`config.mk`:
```
export PLATFORM = sky130hd
export DESIGN_NAME = i2c_master_byte_sequencer
export DESIGN_NICKNAME = d
export VERILOG_FILES = /design/src/design/i2cm_pkg.sv /design/src/design/i2cm_engine.sv /design/src/design/i2c_master_byte_sequencer.sv
export SDC_FILE = /design/constraint.sdc
export NUM_CORES = 1
export LEC_CHECK = 0
export BUFFER_PORTS_ARGS = -buffer_cell sky130_fd_sc_hd__buf_2
export CAP_MARGIN = 5
export CORE_UTILIZATION = 56
export DETAILED_ROUTE_END_ITERATION = 16
export GPL_TIMING_DRIVEN = 1
export HOLD_SLACK_MARGIN = 0.03
export PLACE_DENSITY = 0.75
export SYNTH_ARGS = -nofsm -noshare
export SYNTH_HDL_FRONTEND = slang
export SYNTH_SLANG_ARGS = --single-unit
```
`constraint.sdc`:
```
create_clock -name i_clk -period 16.1 [get_ports i_clk]
set_input_delay 0.805 -clock i_clk [delete_from_list [all_inputs] [get_ports i_clk]]
set_output_delay 0.805 -clock i_clk [all_outputs]
set_load 0.01 [all_outputs]
```
`src/design/i2cm_pkg.sv`:
```
`timescale 1ns / 1ps

package i2cm_pkg;

    localparam int unsigned BITS_PER_BYTE = 8;
    localparam int unsigned STEP_W        = 10;
    localparam int unsigned PHASE_W       = 5;
    localparam int unsigned BCNT_W        = 4;

    localparam logic [STEP_W-1:0]  STEP_TICKS_RESET = 10'd80;

    // phase boundaries of the byte sequences
    localparam logic [PHASE_W-1:0] WR_ACK_PHASE  = 5'(3 * BITS_PER_BYTE);
    localparam logic [PHASE_W-1:0] RD_ACK_PHASE  = 5'(2 * BITS_PER_BYTE);
    localparam logic [PHASE_W-1:0] START_LAST    = 5'd3;
    localparam logic [PHASE_W-1:0] STOP_LAST     = 5'd2;
    localparam logic [PHASE_W-1:0] WRITE_LAST    = 5'(3 * BITS_PER_BYTE + 1);
    localparam logic [PHASE_W-1:0] READ_LAST     = 5'(2 * BITS_PER_BYTE + 3);

    typedef enum logic [2:0] {
        CMD_NONE  = 3'd0,
        CMD_START = 3'd1,
        CMD_WRITE = 3'd2,
        CMD_READ  = 3'd3,
        CMD_STOP  = 3'd4
    } t_cmd;

    typedef struct packed {
        logic [2:0] operation;
        logic [7:0] write_data;
        logic       rd_ack;
        logic       sda_sample;
    } t_item;

    typedef struct packed {
        logic       scl_level;
        logic       sda_level;
        logic       busy_res;
        logic       done_res;
        logic [7:0] read_data;
        logic       ack_seen;
    } t_result;

    function automatic logic [PHASE_W-1:0] last_step(input t_cmd cmd);
        logic [PHASE_W-1:0] v;
        unique case (cmd)
            CMD_START: v = START_LAST;
            CMD_STOP:  v = STOP_LAST;
            CMD_WRITE: v = WRITE_LAST;
            default:   v = READ_LAST;
        endcase
        return v;
    endfunction

endpackage

```
`src/design/i2cm_engine.sv`:
```
`timescale 1ns / 1ps

module i2cm_engine
    import i2cm_pkg::*;
(
    input  logic              i_clk,
    input  logic              i_rst_n,
    input  logic              i_en,
    input  t_item             i_item,
    input  logic [STEP_W-1:0] i_step_ticks,
    output t_result           o_res
);

    t_cmd               r_cmd, n_cmd;
    logic [PHASE_W-1:0] r_phase, n_phase;
    logic [7:0]         r_shift, n_shift;
    logic [BCNT_W-1:0]  r_bit_cnt, n_bit_cnt;
    logic [STEP_W-1:0]  r_hold, n_hold;
    logic               r_scl, n_scl;
    logic               r_sda, n_sda;
    logic               r_sda_in, n_sda_in;
    logic               r_ack, n_ack;
    logic               r_ack_choice, n_ack_choice;
    logic [7:0]         r_read, n_read;
    logic               done;

    // next state
    always_comb begin
        logic               apply;
        logic [PHASE_W-1:0] rem_cur;
        logic [PHASE_W-1:0] rem_nxt;

        n_cmd        = r_cmd;
        n_phase      = r_phase;
        n_shift      = r_shift;
        n_bit_cnt    = r_bit_cnt;
        n_hold       = r_hold;
        n_scl        = r_scl;
        n_sda        = r_sda;
        n_sda_in     = r_sda_in;
        n_ack        = r_ack;
        n_ack_choice = r_ack_choice;
        n_read       = r_read;
        done         = 1'b0;
        apply        = 1'b0;
        // write phase within its bit: phase - 3 * bits done
        rem_cur = r_phase - {r_bit_cnt, 1'b0} - PHASE_W'(r_bit_cnt);

        if (i_en) begin
            if (r_cmd == CMD_NONE) begin
                case (i_item.operation)
                    CMD_START, CMD_WRITE, CMD_READ, CMD_STOP: begin
                        n_cmd        = t_cmd'(i_item.operation);
                        n_phase      = '0;
                        n_bit_cnt    = '0;
                        n_ack_choice = i_item.rd_ack;
                        if (i_item.operation == CMD_WRITE) begin
                            n_shift = i_item.write_data;
                        end else if (i_item.operation == CMD_READ) begin
                            n_shift = '0;
                        end
                        apply = 1'b1;
                    end
                    default: ;
                endcase
            end else if (r_hold != '0) begin
                n_hold = r_hold - 1'b1;
            end else begin
                // hold over: take samples belonging to this step
                if (r_cmd == CMD_WRITE) begin
                    if (r_phase < WR_ACK_PHASE && rem_cur == 5'd2) begin
                        n_shift   = {r_shift[6:0], 1'b0};
                        n_bit_cnt = r_bit_cnt + 1'b1;
                    end else if (r_phase == WR_ACK_PHASE) begin
                        n_ack = ~i_item.sda_sample;
                    end
                end else if (r_cmd == CMD_READ) begin
                    if (r_phase < RD_ACK_PHASE && !r_phase[0]) begin
                        n_shift   = {r_shift[6:0], i_item.sda_sample};
                        n_bit_cnt = r_bit_cnt + 1'b1;
                    end
                end

                if (r_phase >= last_step(r_cmd)) begin
                    if (r_cmd == CMD_WRITE) begin
                        n_sda_in = 1'b0;
                    end
                    if (r_cmd == CMD_READ) begin
                        n_read = n_shift;
                    end
                    n_cmd   = CMD_NONE;
                    n_phase = '0;
                    done    = 1'b1;
                end else begin
                    n_phase = r_phase + 1'b1;
                    apply   = 1'b1;
                end
            end
        end

        rem_nxt = n_phase - {n_bit_cnt, 1'b0} - PHASE_W'(n_bit_cnt);

        if (apply) begin
            unique case (n_cmd)
                CMD_START: begin
                    unique case (n_phase)
                        5'd0:    n_sda = 1'b1;
                        5'd1:    n_scl = 1'b1;
                        5'd2:    n_sda = 1'b0;
                        default: n_scl = 1'b0;
                    endcase
                end
                CMD_STOP: begin
                    unique case (n_phase)
                        5'd0:    n_sda = 1'b0;
                        5'd1:    n_scl = 1'b1;
                        default: n_sda = 1'b1;
                    endcase
                end
                CMD_WRITE: begin
                    if (n_phase < WR_ACK_PHASE) begin
                        case (rem_nxt)
                            5'd0:    n_sda = n_shift[7];
                            5'd1:    n_scl = 1'b1;
                            default: n_scl = 1'b0;
                        endcase
                    end else if (n_phase == WR_ACK_PHASE) begin
                        n_sda_in = 1'b1;
                        n_scl    = 1'b1;
                    end else begin
                        n_scl = 1'b0;
                    end
                end
                default: begin
                    if (n_phase < RD_ACK_PHASE) begin
                        if (!n_phase[0]) begin
                            n_sda_in = 1'b1;
                            n_scl    = 1'b1;
                        end else begin
                            n_scl = 1'b0;
                        end
                    end else if (n_phase == RD_ACK_PHASE) begin
                        n_sda_in = 1'b0;
                        n_sda    = ~n_ack_choice;
                    end else if (n_phase == RD_ACK_PHASE + 5'd1) begin
                        n_scl = 1'b1;
                    end else if (n_phase == RD_ACK_PHASE + 5'd2) begin
                        n_scl = 1'b0;
                    end else begin
                        n_sda = 1'b1;
                    end
                end
            endcase
            // zero hold setting acts as one
            n_hold = (i_step_ticks == '0) ? '0 : i_step_ticks - 1'b1;
        end
    end

    // result of this item
    always_comb begin
        o_res.scl_level = n_scl;
        o_res.sda_level = n_sda_in | n_sda;
        o_res.busy_res  = (n_cmd != CMD_NONE);
        o_res.done_res  = done;
        o_res.read_data = n_read;
        o_res.ack_seen  = n_ack;
    end

    always_ff @(posedge i_clk) begin
        if (!i_rst_n) begin
            r_cmd        <= CMD_NONE;
            r_phase      <= '0;
            r_shift      <= '0;
            r_bit_cnt    <= '0;
            r_hold       <= '0;
            r_scl        <= 1'b1;
            r_sda        <= 1'b1;
            r_sda_in     <= 1'b0;
            r_ack        <= 1'b0;
            r_ack_choice <= 1'b0;
            r_read       <= '0;
        end else begin
            r_cmd        <= n_cmd;
            r_phase      <= n_phase;
            r_shift      <= n_shift;
            r_bit_cnt    <= n_bit_cnt;
            r_hold       <= n_hold;
            r_scl        <= n_scl;
            r_sda        <= n_sda;
            r_sda_in     <= n_sda_in;
            r_ack        <= n_ack;
            r_ack_choice <= n_ack_choice;
            r_read       <= n_read;
        end
    end

    a_idle_phase_zero: assert property (@(posedge i_clk) disable iff (!i_rst_n)
        r_cmd == CMD_NONE |-> r_phase == '0)
        else $error("phase not zero while idle");

    a_bit_cnt_range: assert property (@(posedge i_clk) disable iff (!i_rst_n)
        r_bit_cnt <= 4'(BITS_PER_BYTE))
        else $error("bit count beyond one byte");

    a_done_goes_idle: assert property (@(posedge i_clk) disable iff (!i_rst_n)
        i_en && done |=> r_cmd == CMD_NONE && !r_sda_in)
        else $error("engine not idle after done");

    a_no_step_while_held: assert property (@(posedge i_clk) disable iff (!i_rst_n)
        i_en && r_cmd != CMD_NONE && r_hold != '0 |=> $stable(r_phase))
        else $error("phase moved during hold");

endmodule

```
`src/design/i2c_master_byte_sequencer.sv`:
```
`timescale 1ns / 1ps

// I2C master byte engine, one item per timing tick.
// Input channel (i_in_valid / o_in_ready): each item is one tick carrying the
// sampled SDA level and, while idle, an optional command (start, write byte,
// read byte, stop). Commands given while busy are ignored.
// Output channel (o_out_valid / i_out_ready): exactly one result per item with
// the SCL and SDA drive levels, busy, done, last read byte and write ack seen.
// Every pin level is held for step_ticks ticks, set by i_cfg_wr_en and
// i_cfg_wr_data (reset value 80); the user must write it only while the engine
// is idle, the block itself does not enforce this. An accepted item passes
// through the input register, the engine step and the result register.
// Throughput: one item per cycle while results leave; state updates in one pass.
// A stalled receiver stops the engine and holds the result register; the input
// register then takes one more item and ready drops until the result leaves.
// Synchronous reset: both registers empty, bus released (SCL and SDA high),
// engine idle, step_ticks back to 80.

module i2c_master_byte_sequencer
    import i2cm_pkg::*;
(
    input  logic              i_clk,
    input  logic              i_rst_n,
    input  logic              i_cfg_wr_en,
    input  logic [STEP_W-1:0] i_cfg_wr_data,
    input  logic              i_in_valid,
    output logic              o_in_ready,
    input  logic [2:0]        i_operation,
    input  logic [7:0]        i_write_data,
    input  logic              i_rd_ack,
    input  logic              i_sda_sample,
    output logic              o_out_valid,
    input  logic              i_out_ready,
    output logic              o_scl_level,
    output logic              o_sda_level,
    output logic              o_busy_res,
    output logic              o_done_res,
    output logic [7:0]        o_read_data,
    output logic              o_ack_seen
);

    logic [STEP_W-1:0] r_step_ticks;
    logic              r_in_valid;
    t_item             r_item;
    logic              r_out_valid;
    t_result           r_res;
    t_result           eng_res;
    logic              advance;

    assign advance    = r_in_valid && (!r_out_valid || i_out_ready);
    assign o_in_ready = !r_in_valid || advance;

    always_ff @(posedge i_clk) begin
        if (!i_rst_n) begin
            r_step_ticks <= STEP_TICKS_RESET;
            r_in_valid   <= 1'b0;
            r_out_valid  <= 1'b0;
        end else begin
            if (i_cfg_wr_en) begin
                r_step_ticks <= i_cfg_wr_data;
            end
            if (o_in_ready) begin
                r_in_valid <= i_in_valid;
            end
            if (advance) begin
                r_out_valid <= 1'b1;
            end else if (i_out_ready) begin
                r_out_valid <= 1'b0;
            end
        end
    end

    always_ff @(posedge i_clk) begin
        if (o_in_ready && i_in_valid) begin
            r_item.operation  <= i_operation;
            r_item.write_data <= i_write_data;
            r_item.rd_ack     <= i_rd_ack;
            r_item.sda_sample <= i_sda_sample;
        end
        if (advance) begin
            r_res <= eng_res;
        end
    end

    i2cm_engine u_engine (
        .i_clk        (i_clk),
        .i_rst_n      (i_rst_n),
        .i_en         (advance),
        .i_item       (r_item),
        .i_step_ticks (r_step_ticks),
        .o_res        (eng_res)
    );

    assign o_out_valid = r_out_valid;
    assign o_scl_level = r_res.scl_level;
    assign o_sda_level = r_res.sda_level;
    assign o_busy_res  = r_res.busy_res;
    assign o_done_res  = r_res.done_res;
    assign o_read_data = r_res.read_data;
    assign o_ack_seen  = r_res.ack_seen;

    a_advance_fills_out: assert property (@(posedge i_clk) disable iff (!i_rst_n)
        advance |=> r_out_valid)
        else $error("result register not filled after engine step");

    a_stall_keeps_item: assert property (@(posedge i_clk) disable iff (!i_rst_n)
        r_in_valid && !advance |=> r_in_valid && $stable(r_item))
        else $error("pending item lost during stall");

    a_stall_keeps_result: assert property (@(posedge i_clk) disable iff (!i_rst_n)
        r_out_valid && !i_out_ready |=> r_out_valid && $stable(r_res))
        else $error("result changed while receiver stalled");

endmodule
```
=== Yosys cells after proc, flatten, opt, wreduce, memory -nomap -nowiden ===
Index checks and enable logic that the tools add are counted.

* Shift-type cells: 0
* Add/sub/neg operators: 8
* Reduce and logical (&&, ||, !) cells: 24
* $mul: 0
* Equality and inequality tests: 24
* Magnitude comparators: 5
* Mux-type cells: 93
* Divide/modulo/power cells: 0
* Bitwise gates (word level): 3

{| class="wikitable"
|+ Operators by type and width
! operator !! count
|-
| $mux W8 || 15
|-
| $mux W10 || 5
|-
| $mux W1 || 44
|-
| $mux W5 || 8
|-
| $mux W4 || 8
|-
| $eq A5 B5 Y1 const B || 5
|-
| $lt A5 B5 Y1 const B || 4
|-
| $sub A10 B1 Y10 const B || 2
|-
| $eq A3 B2 Y1 const B || 5
|-
| $mux W3 || 5
|-
| $pmux W5 S3 || 1
|-
| $eq A5 B1 Y1 const B || 2
|-
| $eq A5 B2 Y1 const B || 2
|-
| $logic_not A10 Y1 || 1
|-
| $logic_not A5 Y1 || 2
|-
| $pmux W1 S2 || 5
|-
| $reduce_bool A10 Y1 || 1
|-
| $sub A5 B4 Y5 || 2
|-
| $sub A5 B5 Y5 || 2
|-
| $eq A3 B1 Y1 const B || 3
|-
| $eq A3 B3 Y1 const B || 3
|-
| $pmux W1 S3 || 2
|-
| $reduce_bool A2 Y1 || 3
|-
| $reduce_or A2 Y1 || 3
|-
| 16 further kinds || 24
|}

* Memories: 0
* Bits in latches: 0
* Logic and storage cells: 182
* Register bits: 81
* Input port bits: 28
* Output and inout bits: 15
* Memory bits (read-only): 0
* Memory bits (writable): 0

=== Depth between registers and ports, before layout ===
Gate-level depths: netlist of run 1.

* Word-level depth: 18
* Mapped depth: 27
* Depth with buffers taken out: 26

=== Hierarchy ===
From an unflattened synthesis of run 1, not the netlist that was laid out.

* Cells, all modules: 552
* Area, all modules: 4895.9 sq um

{| class="wikitable"
|+ Modules (own cells, without submodules)
! module !! seq. area each (sq um) !! area an instance (sq um) !! cells each !! instances
|-
| i2cm_engine || 860.8 || 3657.3 || 485 || 1
|-
| i2c_master_byte_sequencer || 1021.0 || 1238.7 || 67 || 1
|}

=== Worst setup path after synthesis of run 1 ===
No wires, ideal clock.

* Path kind: reg-to-reg
* Start point: register u_engine.r_phase[0]
* End point: register r_res (netlist bit o_sda_level), data pin
* Setup time: 0.262 ns
* Setup slack: 10.273 ns
* Arrival: 5.566 ns
* Stages on the path, launching flop included: 27
* Period minus slack after synthesis: 5.827 ns
* Data required time: 15.838 ns
* Path through: dfxtp_1 inv_1 ha_1 inv_1 ha_1 or2_1 fa_1 a21o_1 a21oi_1 xor2_1 o41ai_2 and2_1 buf_2 inv_1 o31ai_1 a21oi_1 fa_1 inv_1 ha_1 nor2b_1 o21a_1 nor2_1 xnor2_1 xor2_1 mux2_2 a41oi_1 o21ai_1

{| class="wikitable"
|+ RTL lines
! element !! line !! text
|-
| start: declaration || i2cm_engine.sv:15 || <nowiki>logic [PHASE_W-1:0] r_phase, n_phase;</nowiki>
|-
| start signal: assignment || i2cm_engine.sv:184 || <nowiki>r_phase <= n_phase;</nowiki>
|-
| end signal: assignment || i2c_master_byte_sequencer.sv:81 || <nowiki>r_res <= eng_res;</nowiki>
|-
| end: declaration || i2c_master_byte_sequencer.sv:46 || <nowiki>t_result r_res;</nowiki>
|}

==> results of run 1 <==
## state kept, by name (all words and copies together), names as in the netlist, 3 cells and up
name	flops
u_engine.r_shift	8
o_read_data	8
u_engine.r_phase	5
r_item	13
u_engine.r_hold	10
u_engine.r_read	8
r_step_ticks	10
u_engine.r_cmd	3
u_engine.r_bit_cnt	4
## final cells by class
| class | count | area, um^2 |
|---|---|---|
| Fill cell | 721 | 3020 |
| Multi-Input combinational cell | 401 | 2750 |
| Sequential cell | 81 | 1880 |
| Timing Repair Buffer | 44 | 225 |
| Clock buffer | 10 | 149 |
| Tap cell | 105 | 131 |
| Inverter | 32 | 121 |
| Clock inverter | 6 | 65.1 |
## placed cells by master, fill, tap and decap left out, types with 10 or more instances in the layout
cell      synthesis  layout
and2_1           16      16
nor2_1           82      82
inv_1            31      31
o21ai_0          18      17
xnor2_1          10      10
nand3_1          14      14
edfxtp_1         26      26
a21oi_1          40      40
buf_2             3      42
mux2i_1          22      22
dfxtp_1          55      55
a211oi_1         12      12
ha_1             20      20
nor3_1           11      11
nand2_1          27      27
## routing by layer
layer  track usage (%)  routed length, um  vias up
met3              4.23                701       23
met4              12.9                270        0
met5                 0                  0        -
met2              47.6               5660      145
met1              35.8               5190     1960
li1                  -                  -     1992
## power by group through the flow
stage | Clock, mW | Sequential (mW) | Combinational, mW
global route | 0.169 | 0.231 | 0.100
global placement | 0 | 0.234 | 0.0870
detailed placement | 0 | 0.234 | 0.0896
floorplan | 0 | 0.232 | 0.0705
CTS | 0.161 | 0.229 | 0.0904
finish | 0.159 | 0.229 | 0.0913
## worst reg2reg max path, cell delays in order, from the launching register on
cell	delay, ns
dfxtp_1	0.47
inv_1	0.22
ha_1	0.35
inv_1	0.04
ha_1	0.17
or2_1	0.23
fa_1	0.41
a21o_1	0.18
a21oi_1	0.16
xor2_1	0.10
o41ai_2	0.56
and2_1	0.51
inv_1	0.17
o31ai_1	0.27
a32oi_1	0.15
inv_1	0.18
fa_1	0.43
inv_1	0.07
ha_1	0.23
nor2b_1	0.15
o21a_1	0.18
nor2_1	0.13
xnor2_1	0.15
xor2_1	0.18
mux2_2	0.38
a41oi_1	0.20
o21ai_1	0.11
## cell families (layout without fill, tap and decap cells)
logic type / after synthesis / count (layout)
adders and majority gates: 26 / 26
and+or+nand+nor: 200 / 200
xor gates and xnor gates: 19 / 19
muxes: 25 / 25
AOI/OAI and AO/OA: 131 / 131
DFF: 81 / 81
buffers and inverters: 52 / 92
## through the flow
stage / worst slack [ns] / hold slack, ns / cell area, um^2 / utilization (%) / std cells
detailed placement: 9.56 / 0.491 / 5110 / 61.2 / 663
finish: 9.44 / 0.505 / 5320 / 63.8 / 679
floorplan: 10.27 / 0.455 / 4880 / - / 534
CTS: 9.51 / 0.505 / 5320 / 63.8 / 679
global route: 9.03 / 0.535 / 5320 / 63.8 / 679
global placement: 9.78 / 0.483 / 5110 / 61.2 / 663
## worst paths after layout
check	from	end	slack [ns]	cells past startpoint
setup / recovery	u_engine.r_phase[0]	o_sda_level	9.44	26
hold / removal	u_engine.r_hold[0]	u_engine.r_hold[0]	0.50	1
setup reg to reg	u_engine.r_phase[0]	o_sda_level	9.44	26
hold reg to reg	u_engine.r_hold[0]	u_engine.r_hold[0]	0.50	1
==> flow_summary.yaml, run 1 <==
die:
  dieArea_um2: 9090
  die_h_um: 95.3
  die_w_um: 95.3
  coreArea_um2: 8340
  pin_count: 43
  rows: 33
  start_util_pct: 58.5
drt:
  initialDrtViolationCount: 222
  drc: 0
  drt_pass1_iterations: 5
  via_per_inst: 6.07
  vias: 4120
  finalWirelength_mm: 11.8
  postRouteAntennaNets: 0
  wl_per_cell_um: 17.4
cts:
  clkTransAtPathRegs_ns: 0.10
  cts_tree: "built"
  cts-resized-gates: 0
  postCtsSetupBuffers: 0
  cts_hold_buf: 0
  cts_buffers: 9
  clock_latency_ns: 0.37
  root_buffer: "clkbuf_8"
  clock-sinks: 81
  clockBufferDepth: 2
  cts_max_level: 3
timing:
  fin_skew_ns: 0.0145
  fin_setup_tns_ns: 0
  max-slew-margin-rel_pct: 19.6
  hold_viol: 0
  finalSetupViolations: 0
  fmax_mhz: 150
  rsz0062_at_grt: "false"
  tightest_slew_ns: 1.21
  fin_crit_sh_pct: 41.3
  period_needed_ns: 6.66
  drv_slew: 0
cells_and_area:
  final_nets: 623
  drive_above_1_share_pct: 16.4
  area_delta_synth_final_pct: 9.05
  n_antenna_cell: 0
min_path:
  hold_class: "flip-flop to flip-flop"
power_and_ir_drop:
  p_int_uw: 327
  irDropWorstVdd_mv: 0.0544
  p_sw_uw: 153
  seqPwrFrac_pct: 47.8
  pwr-share-comb_pct: 19.0
  p_clk_share_pct: 33.2
  total_power_uw: 480
  p_sw_share_pct: 31.8
  powerDensity_nw_per_um2: 90.2
  leakage_nw: 2.05
logic_synthesis:
  yosys_register_bits: 81
  synth_ff_type: "dfxtp_1"
  syn-cell-area_um2: 4880
  muxShareOfSynthArea_pct: 5.21
  yosysWarnings: 0
  netlist.area_leader.share_pct: 22.6
  synthSimpleGateAreaFrac_pct: 21.6
  synthArstFlopShare_pct: 0
  synthAdderAreaFrac_pct: 7.59
  yosysMostFrequentCell: "nor2_1"
  netlist_top_cells_area: "dfxtp_1 (23%), edfxtp_1 (16%), nor2_1 (6.3%)"
  synth_top_family_by_area: "simple AND/OR/NAND/NOR gates"
  avgSynthCellArea_um2: 9.14
  synth-edff-count: 26
  synth_common_cells: "nor2_1 (82), dfxtp_1 (55), a21oi_1 (40)"
  synthXorXnorAreaFrac_pct: 3.41
  synthDistinctLibCells: 83
  syn_inst: 534
  yosys.area.top_type: "dfxtp_1"
  synthesis.nets: 588
  ys_seq_area_share_pct: 38.6
  synth_compound_gate_area_share_pct: 18.5
setup_path:
  crit_path_max_incr_delay_ns: 0.56
  worst-path-buf-inv: 5
  cpMaxStageDelayCell: "o41ai_2"
  worstSetupPathType: "flip-flop to flip-flop"
  worstPathRequired_ns: 16.21
  crit_fanout: 10
  cp-end-kind: "flip-flop"
  arrival_ns: 6.77
  startpoint_type: "flip-flop"
  cp_common_cell: "inv_1"
  crit_family: "compound AO/OA/AOI/OAI gates"
global_routing:
  antenna_found_initial: 0
  grt_pass1_vias: 4037
  grt_usage_pct: 28.3
  grt_pass1_wl_mm: 19.5
  grt_max_degree: 33
  grt_overflow_total: 0
flow_run:
  cap_violations: 0
placed_design:
  io_buffers: 42
  gp_congestion: 0.901
  dp_hpwl_mm: 8.58
status:
  status: "complete, no violations"
No activity file was read; power rests on OpenSTA's default activity.
==> inputs of run 2 (changes only) <==
- clock period: 16.1 -> 6.85 ns (I/O delays scaled with it)
==> flow_summary.yaml, run 2 (synthesis results as in run 1) <==
setup_path:
  crit_fanout: 10
  r2r_start: "u_engine.r_phase[0]"
  cp-end-kind: "flip-flop"
  crit_path_max_incr_delay_ns: 0.47
  cpMaxStageDelayCell: "dfxtp_1"
  startpoint_type: "flip-flop"
  worst-path-buf-inv: 5
  cp_common_cell: "inv_1"
  worstPathRequired_ns: 6.97
  ff2ff_setup_slack_ns: 0.44
  ff2ff_path_depth: 26
  r2r-end: "o_sda_level"
  arrival_ns: 6.53
  worstSetupPathType: "flip-flop to flip-flop"
  crit_family: "compound AO/OA/AOI/OAI gates"
die:
  die_h_um: 95.3
  dieArea_um2: 9090
  rows: 33
  pin_count: 43
  start_util_pct: 58.5
  coreArea_um2: 8340
  die_w_um: 95.3
placed_design:
  io_buffers: 42
  gp_congestion: 0.899
  dp_hpwl_mm: 8.56
drt:
  finalWirelength_mm: 11.7
  initialDrtViolationCount: 412
  vias: 4126
  drc: 0
  via_per_inst: 6.08
  wl_per_cell_um: 17.3
  drt_pass1_iterations: 5
  postRouteAntennaNets: 0
min_path:
  worstHoldEndpoint: "r_item[6]"
  hold_class: "primary input to flip-flop"
  min_from: "i_write_data[4]"
  hold_path_depth: 1
cts:
  clkTransAtPathRegs_ns: 0.10
  root_buffer: "clkbuf_8"
  cts_tree: "built"
  clock-sinks: 81
  postCtsSetupBuffers: 0
  cts_buffers: 9
  cts_max_level: 3
  clock_latency_ns: 0.36
  clockBufferDepth: 2
global_routing:
  grt_overflow_total: 0
  grt_usage_pct: 27.6
  grt_pass1_vias: 4017
  antenna_found_initial: 0
  grt_pass1_wl_mm: 19.0
  grt_max_degree: 33
status:
  status: "complete, no violations"
power_and_ir_drop:
  leakage_nw: 2.03
  pwr-share-comb_pct: 19.6
  p_int_uw: 742
  seqPwrFrac_pct: 49.2
  p_sw_uw: 353
  irDropWorstVdd_mv: 0.124
  p_clk_share_pct: 31.2
  powerDensity_nw_per_um2: 207
  p_sw_share_pct: 32.2
timing:
  finalSetupViolations: 0
  period_needed_ns: 6.41
  drv_slew: 0
  max-slew-margin-rel_pct: 24.1
  fmax_mhz: 156
  fin_setup_tns_ns: 0
  fin_skew_ns: 0.0129
  hold_viol: 0
  tightest_slew_ns: 1.14
  fin_crit_sh_pct: 93.6
  rsz0062_at_grt: "false"
cells_and_area:
  n_antenna_cell: 0
  area_delta_synth_final_pct: 8.67
  layout_common_cells: "nor2_1 (82), dfxtp_1 (55), buf_2 (42)"
  layout_commonest_cell: "nor2_1"
  reg_top3: "r_item x13, r_step_ticks x10, u_engine.r_hold x10"
  drive_above_1_share_pct: 16.6
  largest_reg_flops: 13
  post-route-util_pct: 63.6
  final_nets: 623
  top_register: "r_item"
flow_run:
  cap_violations: 0
run 2: changes by cell type in the layout (fill, tap and decap cells not counted), sizes merged:
cell      delta
clkinvlp     +1
clkbuf       -1
run 2: final cells by class:
class,instances,area [um^2]
fillers,706,3040
multi-input cells,401,2760
flip-flops and latches,81,1880
repair buffers,44,225
well taps,105,131
clock buffers,9,124
inverters,32,121
clock inverters,7,58.8
run 2: what timing repair did:
action | in CTS | in global routing
hold buffers | 0 | 0
setup endpoints to repair | 0 | 4
gates resized for setup | 0 | 2
hold endpoints to repair | 0 | 0
run 2: routing by layer:
| layer | vias up | GRT usage (%) | wire, um |
|---|---|---|---|
| met4 | 0 | 14.6 | 359 |
| met5 | - | 0 | 0 |
| met2 | 178 | 45.3 | 5440 |
| met3 | 34 | 3.75 | 752 |
| met1 | 1915 | 35.3 | 5180 |
| li1 | 1999 | - | - |
run 2: stage by stage:
stage	setup slack [ns]	hold slack, ns	instances	total power [mW]	cell area, um^2
floorplan	1.02	0.441	534	0.711	4880
global placement	0.564	0.483	663	0.752	5110
detailed placement	0.344	0.490	663	0.759	5110
CTS	0.285	0.142	679	1.09	5290
global route	0.0689	0.143	679	1.14	5300
finish	0.436	0.149	679	1.09	5300
run 2: worst max-delay path by stage:
stage                   startpoint          end  slack, ns  cells past startpoint
2_1_floorplan  u_engine.r_phase[0]  o_sda_level       1.02                     26
3_3_place_gp   u_engine.r_phase[0]  o_scl_level       0.56                     26
3_5_place_dp   u_engine.r_phase[0]  o_scl_level       0.34                     26
4_1_cts        u_engine.r_phase[0]  o_sda_level       0.28                     26
5_1_grt        u_engine.r_phase[0]  o_scl_level       0.07                     26
6_report       u_engine.r_phase[0]  o_sda_level       0.44                     26
run 2: power by group through the flow:
stage	Sequential, mW	Combinational [mW]	Clock [mW]
after detailed placement	0.550	0.210	0
after floorplan	0.545	0.166	0
after CTS	0.539	0.210	0.345
after global placement	0.549	0.203	0
after global routing	0.542	0.236	0.365
final	0.539	0.215	0.341
